## src/rtl/core/assert_macros.svh

```systemverilog
// ----------------------------------------------------------------------------
// Assertion macros used by the clipper core.
// ----------------------------------------------------------------------------
`ifndef ASSERT_MACROS_SVH
`define ASSERT_MACROS_SVH

// Concurrent assertion that is switched off while reset is high.
`define MRC_ASSERT(lbl, clk, rst, prop, msg) \
   lbl: assert property (@(posedge clk) disable iff (rst) prop) else $error(msg);

// Concurrent assertion that is checked at every clock edge, reset included.
`define MRC_ASSERT_ALWAYS(lbl, clk, prop, msg) \
   lbl: assert property (@(posedge clk) prop) else $error(msg);

`endif

```

## src/rtl/core/mrc_pkg.sv

```systemverilog
// ----------------------------------------------------------------------------
// mrc_pkg
// Types and constants shared by the range clipper core and its region table.
// ----------------------------------------------------------------------------
`timescale 1ns / 1ps

package mrc_pkg;

   localparam int MRC_MAX_REGIONS = 16;
   localparam int COUNT_W         = 5;
   localparam int INDEX_W         = 4;
   localparam int ADDR_W          = 64;

   // Request operation codes.
   localparam logic OP_WRITE = 1'b0;
   localparam logic OP_QUERY = 1'b1;

   typedef struct packed {
      logic              operation;
      logic [INDEX_W-1:0] entry_index;
      logic [ADDR_W-1:0] range_start;
      logic [ADDR_W-1:0] range_end;
      logic              anonymous_flag;
      logic              writable_flag;
   } req_type;

   typedef struct packed {
      logic [ADDR_W-1:0] segment_start;
      logic [ADDR_W-1:0] segment_end;
      logic              segment_valid;
      logic              last_result;
   } rsp_type;

   typedef struct packed {
      logic [ADDR_W-1:0] region_start;
      logic [ADDR_W-1:0] region_end;
      logic              anonymous;
      logic              writable;
   } region_entry_type;

   typedef enum logic [1:0] {
      ST_IDLE,
      ST_SCAN,
      ST_FLUSH
   } mrc_state_type;

endpackage

```

## src/rtl/core/mrc_region_mem.sv

```systemverilog
// ----------------------------------------------------------------------------
// mrc_region_mem
// Region table: one write port, one read port with a registered read.
// ----------------------------------------------------------------------------
`timescale 1ns / 1ps

module mrc_region_mem import mrc_pkg::*; #(
   parameter int DEPTH = MRC_MAX_REGIONS,
   parameter int AW    = 4
) (
   input  logic             clock,
   input  logic             wr_en,
   input  logic [AW-1:0]    wr_addr,
   input  region_entry_type wr_entry,
   input  logic             rd_en,
   input  logic [AW-1:0]    rd_addr,
   output region_entry_type rd_entry
);

   region_entry_type mem [DEPTH];
   region_entry_type rd_entry_ff;

   always_ff @(posedge clock) begin
      if (wr_en) begin
         mem[wr_addr] <= wr_entry;
      end
   end

   // The read data holds while no read is issued, so a stalled scan keeps it.
   always_ff @(posedge clock) begin
      if (rd_en) begin
         rd_entry_ff <= mem[rd_addr];
      end
   end

   assign rd_entry = rd_entry_ff;

endmodule

```

## src/rtl/core/migratable_range_clipper_core.sv

```systemverilog
// ----------------------------------------------------------------------------
// migratable_range_clipper_core
// Clips a query address range against a table of anonymous, writable regions.
// ----------------------------------------------------------------------------
// Order: a write is acknowledged in the cycle after it is accepted; a query
//   scans min(region_count, MAX_REGIONS) table entries, then gives its final
//   response, reading one entry per cycle unless a hit stalls the scan.
// Throughput: one write per cycle while the response side takes each ack; a
//   new query is taken only in IDLE, once the last one's final response is registered.
// Reset: synchronous, clears the control state and region_count; the region
//   table is not cleared and holds whatever was last written.
`timescale 1ns / 1ps
`include "assert_macros.svh"

module migratable_range_clipper_core import mrc_pkg::*; #(
   parameter int MAX_REGIONS = MRC_MAX_REGIONS
) (
   input  logic               clock,
   input  logic               reset,
   // Request channel.
   input  logic               req_valid,
   output logic               req_ready,
   input  req_type            req_payload,
   // Response channel.
   output logic               rsp_valid,
   input  logic               rsp_ready,
   output rsp_type            rsp_payload,
   // Configuration: region_count.
   input  logic               csr_wr_en,
   input  logic [COUNT_W-1:0] csr_wr_data
);

   // Table address width and a scan pointer wide enough to hold the depth.
   localparam int AW    = (MAX_REGIONS > 1) ? $clog2(MAX_REGIONS) : 1;
   localparam int CNT_W = $clog2(MAX_REGIONS + 1);

   // Control state.
   mrc_state_type      state_ff, state_in;
   logic [COUNT_W-1:0] count_ff;
   logic [CNT_W-1:0]   ptr_ff;
   logic [CNT_W-1:0]   limit;
   logic               eval_vld_ff, eval_vld_in;
   logic               pend_vld_ff;
   logic               rsp_valid_ff;

   // Payload state.
   logic [ADDR_W-1:0]  qs_ff, qe_ff;
   logic [ADDR_W-1:0]  pend_start_ff, pend_end_ff;
   rsp_type            rsp_ff;

   // Table ports.
   logic               mem_wr_en, mem_rd_en;
   logic [AW-1:0]      mem_wr_addr, mem_rd_addr;
   region_entry_type   wr_entry, rd_entry;

   // Scan datapath and handshake control.
   logic [ADDR_W-1:0]  clip_start, clip_end;
   logic               hit, stall, out_free, req_fire;
   logic               is_write, is_query, push_ack, push_seg, push_final;

   // -------------------------------------------------------------------------
   // Region table. Writes happen only in IDLE and reads only in SCAN, so the
   // state machine itself keeps a read and a write of one entry apart and no
   // forwarding path is needed.
   // -------------------------------------------------------------------------
   assign wr_entry.region_start = req_payload.range_start;
   assign wr_entry.region_end   = req_payload.range_end;
   assign wr_entry.anonymous    = req_payload.anonymous_flag;
   assign wr_entry.writable     = req_payload.writable_flag;
   assign mem_wr_addr           = AW'(req_payload.entry_index);
   assign mem_rd_addr           = ptr_ff[AW-1:0];

   mrc_region_mem #(
      .DEPTH (MAX_REGIONS),
      .AW    (AW)
   ) u_region_mem (
      .clock    (clock),
      .wr_en    (mem_wr_en),
      .wr_addr  (mem_wr_addr),
      .wr_entry (wr_entry),
      .rd_en    (mem_rd_en),
      .rd_addr  (mem_rd_addr),
      .rd_entry (rd_entry)
   );

   // -------------------------------------------------------------------------
   // Scan evaluation. The entry last read from the table is clipped against
   // the query; a qualifying non-empty clip is a hit.
   // -------------------------------------------------------------------------
   // A count above the table size scans the whole table.
   assign limit = (32'(count_ff) > MAX_REGIONS) ? CNT_W'(MAX_REGIONS)
                                                : CNT_W'(count_ff);

   assign clip_start = (rd_entry.region_start > qs_ff) ? rd_entry.region_start : qs_ff;
   assign clip_end   = (rd_entry.region_end   < qe_ff) ? rd_entry.region_end   : qe_ff;
   assign hit        = eval_vld_ff && rd_entry.anonymous && rd_entry.writable &&
                       (clip_end > clip_start);

   // The response register is free when empty or when it drains this cycle.
   assign out_free = !rsp_valid_ff || rsp_ready;
   assign is_write = (req_payload.operation == OP_WRITE);
   assign is_query = (req_payload.operation == OP_QUERY);
   assign req_fire = req_valid && req_ready;

   // A write to a slot beyond the table stores nothing but is acknowledged.
   assign mem_wr_en = req_fire && is_write && (32'(req_payload.entry_index) < MAX_REGIONS);
   assign push_ack  = req_fire && is_write;

   // -------------------------------------------------------------------------
   // State machine outputs. The last hit of a query is only known once the
   // scan ends, so each hit is parked in a pending slot and sent when the next
   // hit arrives (not last) or in FLUSH (marked last). The scan stalls only
   // when a hit must push the pending segment into a full response register.
   // -------------------------------------------------------------------------
   always_comb begin
      req_ready  = 1'b0;
      stall      = 1'b0;
      mem_rd_en  = 1'b0;
      push_seg   = 1'b0;
      push_final = 1'b0;
      case (state_ff)
         ST_IDLE: begin
            req_ready = out_free;
         end
         ST_SCAN: begin
            stall = hit && pend_vld_ff && !out_free;
            if (!stall) begin
               mem_rd_en = (ptr_ff < limit);
               push_seg  = hit && pend_vld_ff;
            end
         end
         ST_FLUSH: begin
            push_final = out_free;
         end
         default: begin
            req_ready = 1'b0;
         end
      endcase
   end

   // Next state.
   always_comb begin
      state_in = state_ff;
      case (state_ff)
         ST_IDLE: begin
            if (req_fire && is_query) begin
               // An empty query goes straight to the single no-segment response.
               state_in = (req_payload.range_start < req_payload.range_end) ? ST_SCAN
                                                                            : ST_FLUSH;
            end
         end
         ST_SCAN: begin
            // No further read and the last read entry is consumed this cycle.
            if (!stall && !mem_rd_en) begin
               state_in = ST_FLUSH;
            end
         end
         ST_FLUSH: begin
            if (out_free) begin
               state_in = ST_IDLE;
            end
         end
         default: begin
            state_in = ST_IDLE;
         end
      endcase
   end

   // The read data stays valid across a stall; otherwise it follows the read.
   assign eval_vld_in = stall ? eval_vld_ff : mem_rd_en;

   // -------------------------------------------------------------------------
   // Control registers.
   // -------------------------------------------------------------------------
   always_ff @(posedge clock) begin
      if (reset) begin
         state_ff     <= ST_IDLE;
         count_ff     <= '0;
         ptr_ff       <= '0;
         eval_vld_ff  <= 1'b0;
         pend_vld_ff  <= 1'b0;
         rsp_valid_ff <= 1'b0;
      end else begin
         state_ff    <= state_in;
         eval_vld_ff <= eval_vld_in;
         if (csr_wr_en) begin
            count_ff <= csr_wr_data;
         end
         if (req_fire) begin
            ptr_ff <= '0;
         end else if (mem_rd_en) begin
            ptr_ff <= ptr_ff + CNT_W'(1);
         end
         if (req_fire) begin
            pend_vld_ff <= 1'b0;
         end else if (push_final) begin
            pend_vld_ff <= 1'b0;
         end else if (hit && !stall) begin
            pend_vld_ff <= 1'b1;
         end
         if (push_ack || push_seg || push_final) begin
            rsp_valid_ff <= 1'b1;
         end else if (rsp_ready) begin
            rsp_valid_ff <= 1'b0;
         end
      end
   end

   // -------------------------------------------------------------------------
   // Payload registers.
   // -------------------------------------------------------------------------
   always_ff @(posedge clock) begin
      if (req_fire && is_query) begin
         qs_ff <= req_payload.range_start;
         qe_ff <= req_payload.range_end;
      end
      if (hit && !stall) begin
         pend_start_ff <= clip_start;
         pend_end_ff   <= clip_end;
      end
      if (push_ack) begin
         rsp_ff <= '{segment_start: '0, segment_end: '0,
                     segment_valid: 1'b0, last_result: 1'b1};
      end else if (push_seg) begin
         rsp_ff <= '{segment_start: pend_start_ff, segment_end: pend_end_ff,
                     segment_valid: 1'b1, last_result: 1'b0};
      end else if (push_final) begin
         // A query with no hit gives one response that carries no segment.
         rsp_ff <= '{segment_start: pend_vld_ff ? pend_start_ff : '0,
                     segment_end:   pend_vld_ff ? pend_end_ff   : '0,
                     segment_valid: pend_vld_ff,
                     last_result:   1'b1};
      end
   end

   assign rsp_valid   = rsp_valid_ff;
   assign rsp_payload = rsp_ff;

   // -------------------------------------------------------------------------
   // Assertions.
   // -------------------------------------------------------------------------
   `MRC_ASSERT(a_ptr_in_range, clock, reset,
      (state_ff == ST_SCAN) |-> (ptr_ff <= limit),
      "scan pointer passed the region count")
   `MRC_ASSERT_ALWAYS(a_no_rd_wr_overlap, clock,
      !(mem_wr_en && mem_rd_en),
      "table read and write in the same cycle")
   `MRC_ASSERT(a_pend_nonempty, clock, reset,
      pend_vld_ff |-> (pend_end_ff > pend_start_ff),
      "pending segment is empty")
   `MRC_ASSERT(a_seg_nonempty, clock, reset,
      (rsp_valid_ff && rsp_ff.segment_valid) |-> (rsp_ff.segment_end > rsp_ff.segment_start),
      "response segment is empty")
   `MRC_ASSERT(a_flush_ends_last, clock, reset,
      push_final |=> (state_ff == ST_IDLE) && rsp_valid_ff && rsp_ff.last_result,
      "query did not end with a last response")

endmodule

```

## config.mk

```make
export PLATFORM = sky130hd
export DESIGN_NAME = migratable_range_clipper_core
export DESIGN_NICKNAME = d
export VERILOG_FILES = /design/src/rtl/core/mrc_pkg.sv /design/src/rtl/core/mrc_region_mem.sv /design/src/rtl/core/migratable_range_clipper_core.sv
export VERILOG_INCLUDE_DIRS = /design/src /design/src/rtl/core
export SDC_FILE = /design/constraint.sdc
export NUM_CORES = 2
export LEC_CHECK = 0
export BUFFER_PORTS_ARGS = -buffer_cell sky130_fd_sc_hd__buf_4
export CORE_UTILIZATION = 38
export CTS_CLUSTER_SIZE = 8
export DETAILED_ROUTE_END_ITERATION = 10
export PLACE_DENSITY = 0.61
export RECOVER_POWER = 100
export SLEW_MARGIN = 0
export SYNTH_ARGS = -nofsm -noshare
export SYNTH_HDL_FRONTEND = slang
export SYNTH_SLANG_ARGS = --single-unit
```

## constraint.sdc

```tcl
create_clock -name clock -period 29.4 [get_ports clock]
set_clock_uncertainty 0.2 [all_clocks]
set_input_delay 1.47 -clock clock [delete_from_list [all_inputs] [get_ports clock]]
set_output_delay 1.47 -clock clock [all_outputs]
set_load 0.02 [all_outputs]
```

# Yosys cells after proc, flatten, opt, wreduce, memory -nomap -nowiden

Memory sizes are Yosys's and may differ from the RTL's. A register that Yosys moved wholly into a read port is not among the register bits.
Cells that the tools add are included.

Register bits after elaboration: 401
Word-level logic and storage cells: 74
Input port bits: 145
Memories kept: 1
RAM bits: 2,080
Output and inout bits: 132

Memory list:

| name             | words | width | read ports | clocked after memory_dff | write ports | line                 | source |
|---|---|---|---|---|---|---|---|
| u_region_mem.mem | 16    | 130   | 1          | 1                        | 1           | mrc_region_mem.sv:20 | `region_entry_type mem [DEPTH];` |

Reductions and logical operators: 23
$lt $le $gt $ge: 6
Equality and inequality tests: 5
Bitwise operators: 1
$add $sub $neg: 1
Mux-type cells: 23

Operators with widths:

| cell                                                            | count |
|---|---|
| 130-bit two-way mux                                             | 2 |
| 64-bit two-way mux                                              | 4 |
| 64-bit greater-than comparator                                  | 2 |
| 64-bit < comparator                                             | 2 |
| 1-bit two-way mux                                               | 11 |
| 1-bit logical AND                                               | 10 |
| 2-bit two-way mux                                               | 4 |
| 2-bit != test, second input constant                            | 3 |
| 2-bit case mux with 3 select lines                              | 1 |
| 5-bit by 1-bit adder with 5-bit output, second input constant   | 1 |
| 5-bit greater-than comparator, second input constant            | 1 |
| 5-bit < comparator                                              | 1 |
| 5-bit two-way mux                                               | 1 |
| 1-bit logical NOT                                               | 4 |
| 2-bit nonzero test                                              | 2 |
| 1-bit logical OR                                                | 3 |
| 3-bit AND reduction                                             | 1 |
| 3-bit OR reduction                                              | 1 |
| 2-bit by 1-bit == test with 1-bit output, second input constant | 1 |
| 2-bit == test, second input constant                            | 1 |
| 2-bit logical NOT                                               | 1 |
| 2-bit OR reduction                                              | 1 |
| 1-bit inverter                                                  | 1 |

# Longest topological paths before layout

Depth after elaboration: 12
Mapped depth: 25
Mapped depth without buffers: 19

# Hierarchy

From an unflattened synthesis, not the netlist that was laid out.

Cells, all modules: 5,416
Area total of the unflattened synthesis: 104,496.5 um2

Modules (own cells, without submodules):

| module                        | cells an instance | area each (um2) | seq. area each (um2) | times used |
|---|---|---|---|---|
| mrc_region_mem                | 3,411             | 82,001.1        | 66,363.6             | 1 |
| migratable_range_clipper_core | 2,005             | 22,495.3        | 10,590.2             | 1 |

# Least setup slack after synthesis

Ideal clock, no wire load.

Path kind: register to register
Start point: register u_region_mem.rd_entry[65] (netlist name)
End point: register pend_end_ff[0] (enable)
Buffers on the path: 2
Clock period less this slack: 14,367 ps
Cell stages (with the launch flop): 19
Slack: 15,033 ps
Data required time: 28,389 ps
Arrival: 13,355 ps
Library setup time: 811 ps
Cells stage by stage: edfxtp_1 ha_1 nand4_1 nor4_1 nand2_1 or3_1 a2111oi_2 nor3_1 buf_4 buf_6 mux2_1 ha_1 nand4_2 nor4_4 nand2_1 o22ai_1 a21oi_2 a21boi_0 a21boi_0

Word-level cells in the longest chain between the ends: 9

RTL lines:

| element                            | line                                 | source |
|---|---|---|
| 64-bit < comparator (*)            | migratable_range_clipper_core.sv:95  | `assign clip_end = (rd_entry.region_end < qe_ff) ? rd_entry.region_end : qe_ff;` |
| 64-bit two-way mux (*)             | migratable_range_clipper_core.sv:95  |  |
| named net clip_end[60]             | migratable_range_clipper_core.sv:57  | `logic [ADDR_W-1:0] clip_start, clip_end;` |
| 64-bit greater-than comparator (*) | migratable_range_clipper_core.sv:97  | `(clip_end > clip_start);` |
| 1-bit logical AND (*)              | migratable_range_clipper_core.sv:96  | `assign hit = eval_vld_ff && rd_entry.anonymous && rd_entry.writable &&` |
| 1-bit logical AND (2 in series)    | migratable_range_clipper_core.sv:126 | `stall = hit && pend_vld_ff && !out_free;` |
| 1-bit two-way mux                  | migratable_range_clipper_core.sv:121 | `case (state_ff)` |
| 1-bit logical NOT                  | migratable_range_clipper_core.sv:217 | `if (hit && !stall) begin` |
| 1-bit logical AND (*)              | migratable_range_clipper_core.sv:217 |  |
| to (signal assigned)               | migratable_range_clipper_core.sv:219 | `pend_end_ff <= clip_end;` |
| to (decl)                          | migratable_range_clipper_core.sv:48  | `logic [ADDR_W-1:0] pend_start_ff, pend_end_ff;` |

Mark *: on every way through the listed nets, which the timed path passes. The rest lies on a longest branch.
A chain may end at the register's enable or synchronous reset.

# Worst setup path after layout

Start point: register u_region_mem.rd_entry[98] (netlist name)
End point: register u_region_mem.rd_entry[103] (netlist name)

Word-level cells in the longest chain between the ends: 8

RTL lines:

| element                             | line                                 | source |
|---|---|---|
| 64-bit greater-than comparator      | migratable_range_clipper_core.sv:94  | `assign clip_start = (rd_entry.region_start > qs_ff) ? rd_entry.region_start : qs_ff;` |
| 64-bit two-way mux (*)              | migratable_range_clipper_core.sv:94  |  |
| 64-bit greater-than comparator (*)  | migratable_range_clipper_core.sv:97  |  |
| 1-bit logical AND (*)               | migratable_range_clipper_core.sv:96  |  |
| 1-bit logical AND (*) (2 in series) | migratable_range_clipper_core.sv:126 |  |
| 1-bit two-way mux (*)               | migratable_range_clipper_core.sv:127 | `if (!stall) begin` |
| 1-bit two-way mux (*)               | migratable_range_clipper_core.sv:121 |  |
| named net mem_rd_en                 | migratable_range_clipper_core.sv:52  | `logic mem_wr_en, mem_rd_en;` |

Marks and branches as above.

==> out/results.ini <==
[sta]
fmaxAchievable_mhz = 55.8
slew_violations = 3612
finalSetupViolations = 0
period_share = 0.609
rsz0062_at_grt = no
setup_tns_ps = 0
layout_setup_ws_ps = 11490
max_slew.worst_pin.slew_ps = 9660
min_period_ps = 17910
relSlewSlack = -5.44
hold_viol_final = 0

[placed_design]
io_buffers = 276
place_congestion = 0.846
post-dp-hpwl_um = 157000
dp.cells = 8727
dpl_worst_slack_ps = 20870

[worst_setup_path]
cp_data_arrival_time_ps = 18120
path_cells = ha_1 -> nand4_1 -> nor3_1 -> nand4_1 -> nor3_1 -> nand3_1 -> o211ai_1 -> clkbuf_1 -> mux2i_1 -> ha_1 -> nand4_1 -> nor4_1 -> nand4_1 -> o21a_1 -> and3_4 -> a21boi_0 -> nor2_4 -> clkbuf_1 -> clkbuf_1
crit_slowest_cell = clkbuf_1
crit_start = u_region_mem.rd_entry[98]
worst_path_most_repeated_cell = nand4_1
worst-path-buf-inv = 3
startpoint_type = flip-flop
end_kind = flip-flop
crit_family = buffers and inverters
worstSetupPathType = flip-flop to flip-flop
slowest_delay_ps = 5910
worstPathRequired_ps = 29610
r2r-start = u_region_mem.rd_entry[98]
path_max_fanout = 127

[clocking]
clock_latency_ps = 870
post-cts-setup-buffer-count = 0
clkTransAtPathRegs_ps = 50
tritoncts_num_sinks = 2611
cts_root_buf = clkbuf_16
htree_levels = 5
cts_tree = built
cts_resized = 0
postCtsHoldBufs = 0
cts_buffers = 368
clock_path_buffers = 4

[synthesis]
syn_nets = 5429
synth_cell_types = 66
synthesis.area_um2 = 103000
synth_warnings = 0
ys_seq_area_frac = 0.744
avgSynthCellArea_um2 = 20.6
synth_edf_count = 2466
synth-seq-cells = 2611
synth_cells = 5025
ys.flop_type = edfxtp_1
synthArstFlopShare = 0

[floorplan]
std_cell_rows = 191
fp.dieArea_um2 = 274000
die_y_um = 524
io-pin-count = 277
coreArea_um2 = 271000
start_util = 0.382
dieWidth_um = 524

[min_path]
hold_path.class = flip-flop to flip-flop
holdCritStartpoint = rsp_payload[91]

[cells_and_area]
finalNonFillerCells = 9265
fillers = 23146
drive_gt1_frac = 0.199
area_growth_pct = 14.6
nNetsFinal = 5931
final_util = 0.438

[global_routing]
grt_overflow = 0
grt_antenna_before_repair = 56
grtUsageTotal = 0.203
grt_pass1_vias = 52834
grt_max_degree = 128
grt_pass1_wl_um = 395000

[route]
top_layer_used = met5
final_antenna_net_count = 0
met3WireLength_um = 19000
wirelength_um = 280000
drt_iter0_drc = 5419
wl_per_cell_um = 30.2
via_per_inst = 5.62
post-route-drc-count = 0
wl_met1_um = 110000
dr_wl_met2_um = 141000
vias = 52030
first_pass_iters = 6

[flow_run]
maxCapViolations = 74

[pwr]
power-per-cell-area_nw_per_um2 = 69.6
cellLeakagePower_nw = 37.4
irDropWorstVdd_mv = 0.0473

[run_status]
status = complete, but fails checks
violations = max-capacitance violations, max-slew violations

stage by stage:
| stage | cell area, um2 | power [mW] | hold slack [ps] |
|---|---|---|---|
| final | 119000 | 8.25 | 247 |
| after global routing | 118000 | 8.49 | 279 |
| after CTS | 120000 | 8.32 | 252 |
| after detailed placement | 110000 | 4.54 | 244 |
| after global placement | 110000 | 4.53 | 239 |
| after floorplan | 103000 | 4.39 | 247 |
flip-flops by register name (all words and copies together), names as in the netlist, 2 cells and up:
| signal | count |
|---|---|
| ptr_ff | 5 |
| rsp_payload | 130 |
| qs_ff | 64 |
| pend_start_ff | 64 |
| u_region_mem.rd_entry | 130 |
| state_ff | 2 |
| u_region_mem.mem | 2080 |
| qe_ff | 64 |
| count_ff | 5 |
| pend_end_ff | 64 |
routing by layer:
metal  track usage  vias up
met4        0.0604       20
met5             0        -
li1              -    21660
met1         0.263    27803
met3        0.0369      490
met2         0.348     2057
worst reg2reg max path, delay by kind of cell, from the launching register on:
kind | cells | cell delay (ps)
buffers and inverters | 3 | 10260
AND/OR/NAND/NOR | 10 | 3710
multiplexers | 1 | 1130
adder cells (fa/ha/maj) | 2 | 1010
AO/OA/AOI/OAI | 3 | 710
flip-flops | 1 | 420
cell families after synthesis:
| group | count (synthesis) | share of synthesized area |
|---|---|---|
| compound gates | 364 | 0.0206 |
| buf+inv | 433 | 0.0176 |
| mux | 847 | 0.162 |
| fa+ha+maj | 259 | 0.0313 |
| simple gates | 511 | 0.0238 |
| flops | 2611 | 0.744 |
path summary, 6_finish.rpt:
kind / end / slack, ps / depth (start not counted)
setup / recovery: u_region_mem.rd_entry[103] / 11490 / 19
hold / removal: rsp_payload[91] / 250 / 2
setup reg to reg: u_region_mem.rd_entry[103] / 11490 / 19
hold reg to reg: rsp_payload[91] / 250 / 2
Yosys cell counts (all sizes together) (2+ instances only):
master   count  area (um2)
or2          2        12.5
a21boi       8        71.3
o41ai        3        26.3
ha         259        3240
and4         8        70.1
mux4       650       14600
o31ai        6        45.0
nor2        56         210
a221oi       5        43.8
a21o        16         120
mux2       128        1440
a2111oi      4        41.3
o2bb2ai      2        17.5
o21a         8        60.1
nand2b       6        37.5
clkbuf     141         534
nand4       40         263
inv        204         766
a211oi      21         163
or3          5        31.3
nor4         6        58.8
nor3        26         130
nand3      156         781
a21oi       82         414
dfxtp      145        2900
o22ai        4        25.0
edfxtp    2466       74100
nand2      177         664
o21ai      181         906
mux2i       69         691
a31oi        3        18.8
buf         88         523
and3         4        30.0
o211ai      11        82.6
nor2b       14        87.6
or4          6        45.0
power by group:
part | switching (mW) | internal (mW)
logic | 0.211 | 0.116
clock network | 1.49 | 2.29
registers | 0.0171 | 4.13
area by class of cell:
class,instances,area (um2),share of cell area
diodes,20,50.0,0.000422
clock buffers,500,9850,0.0831
clock inverters,18,211,0.00178
inverters,204,766,0.00646
multi-input cells,1981,24700,0.208
flip-flops and latches,2611,77000,0.649
well taps,3570,4470,0.0377
repair buffers,361,1510,0.0128
cells in the final DEF (no fill, tap or decap), types with 9 or more instances in the layout:
cell,n
inv_6,9
a211oi_1,20
inv_1,203
mux2_2,31
nand2_1,177
clkbuf_1,455
o21ai_0,177
nor2b_1,14
o211ai_1,11
a21o_1,16
a21oi_1,82
mux4_2,650
diode_2,20
mux2i_1,69
nor2_4,9
nand3_1,156
nor2_1,47
nor3_1,23
mux2_1,97
clkbuf_16,375
dfxtp_1,142
ha_1,259
nand4_1,38
buf_4,27
edfxtp_1,2466
Power figures use the tool's default switching activity.
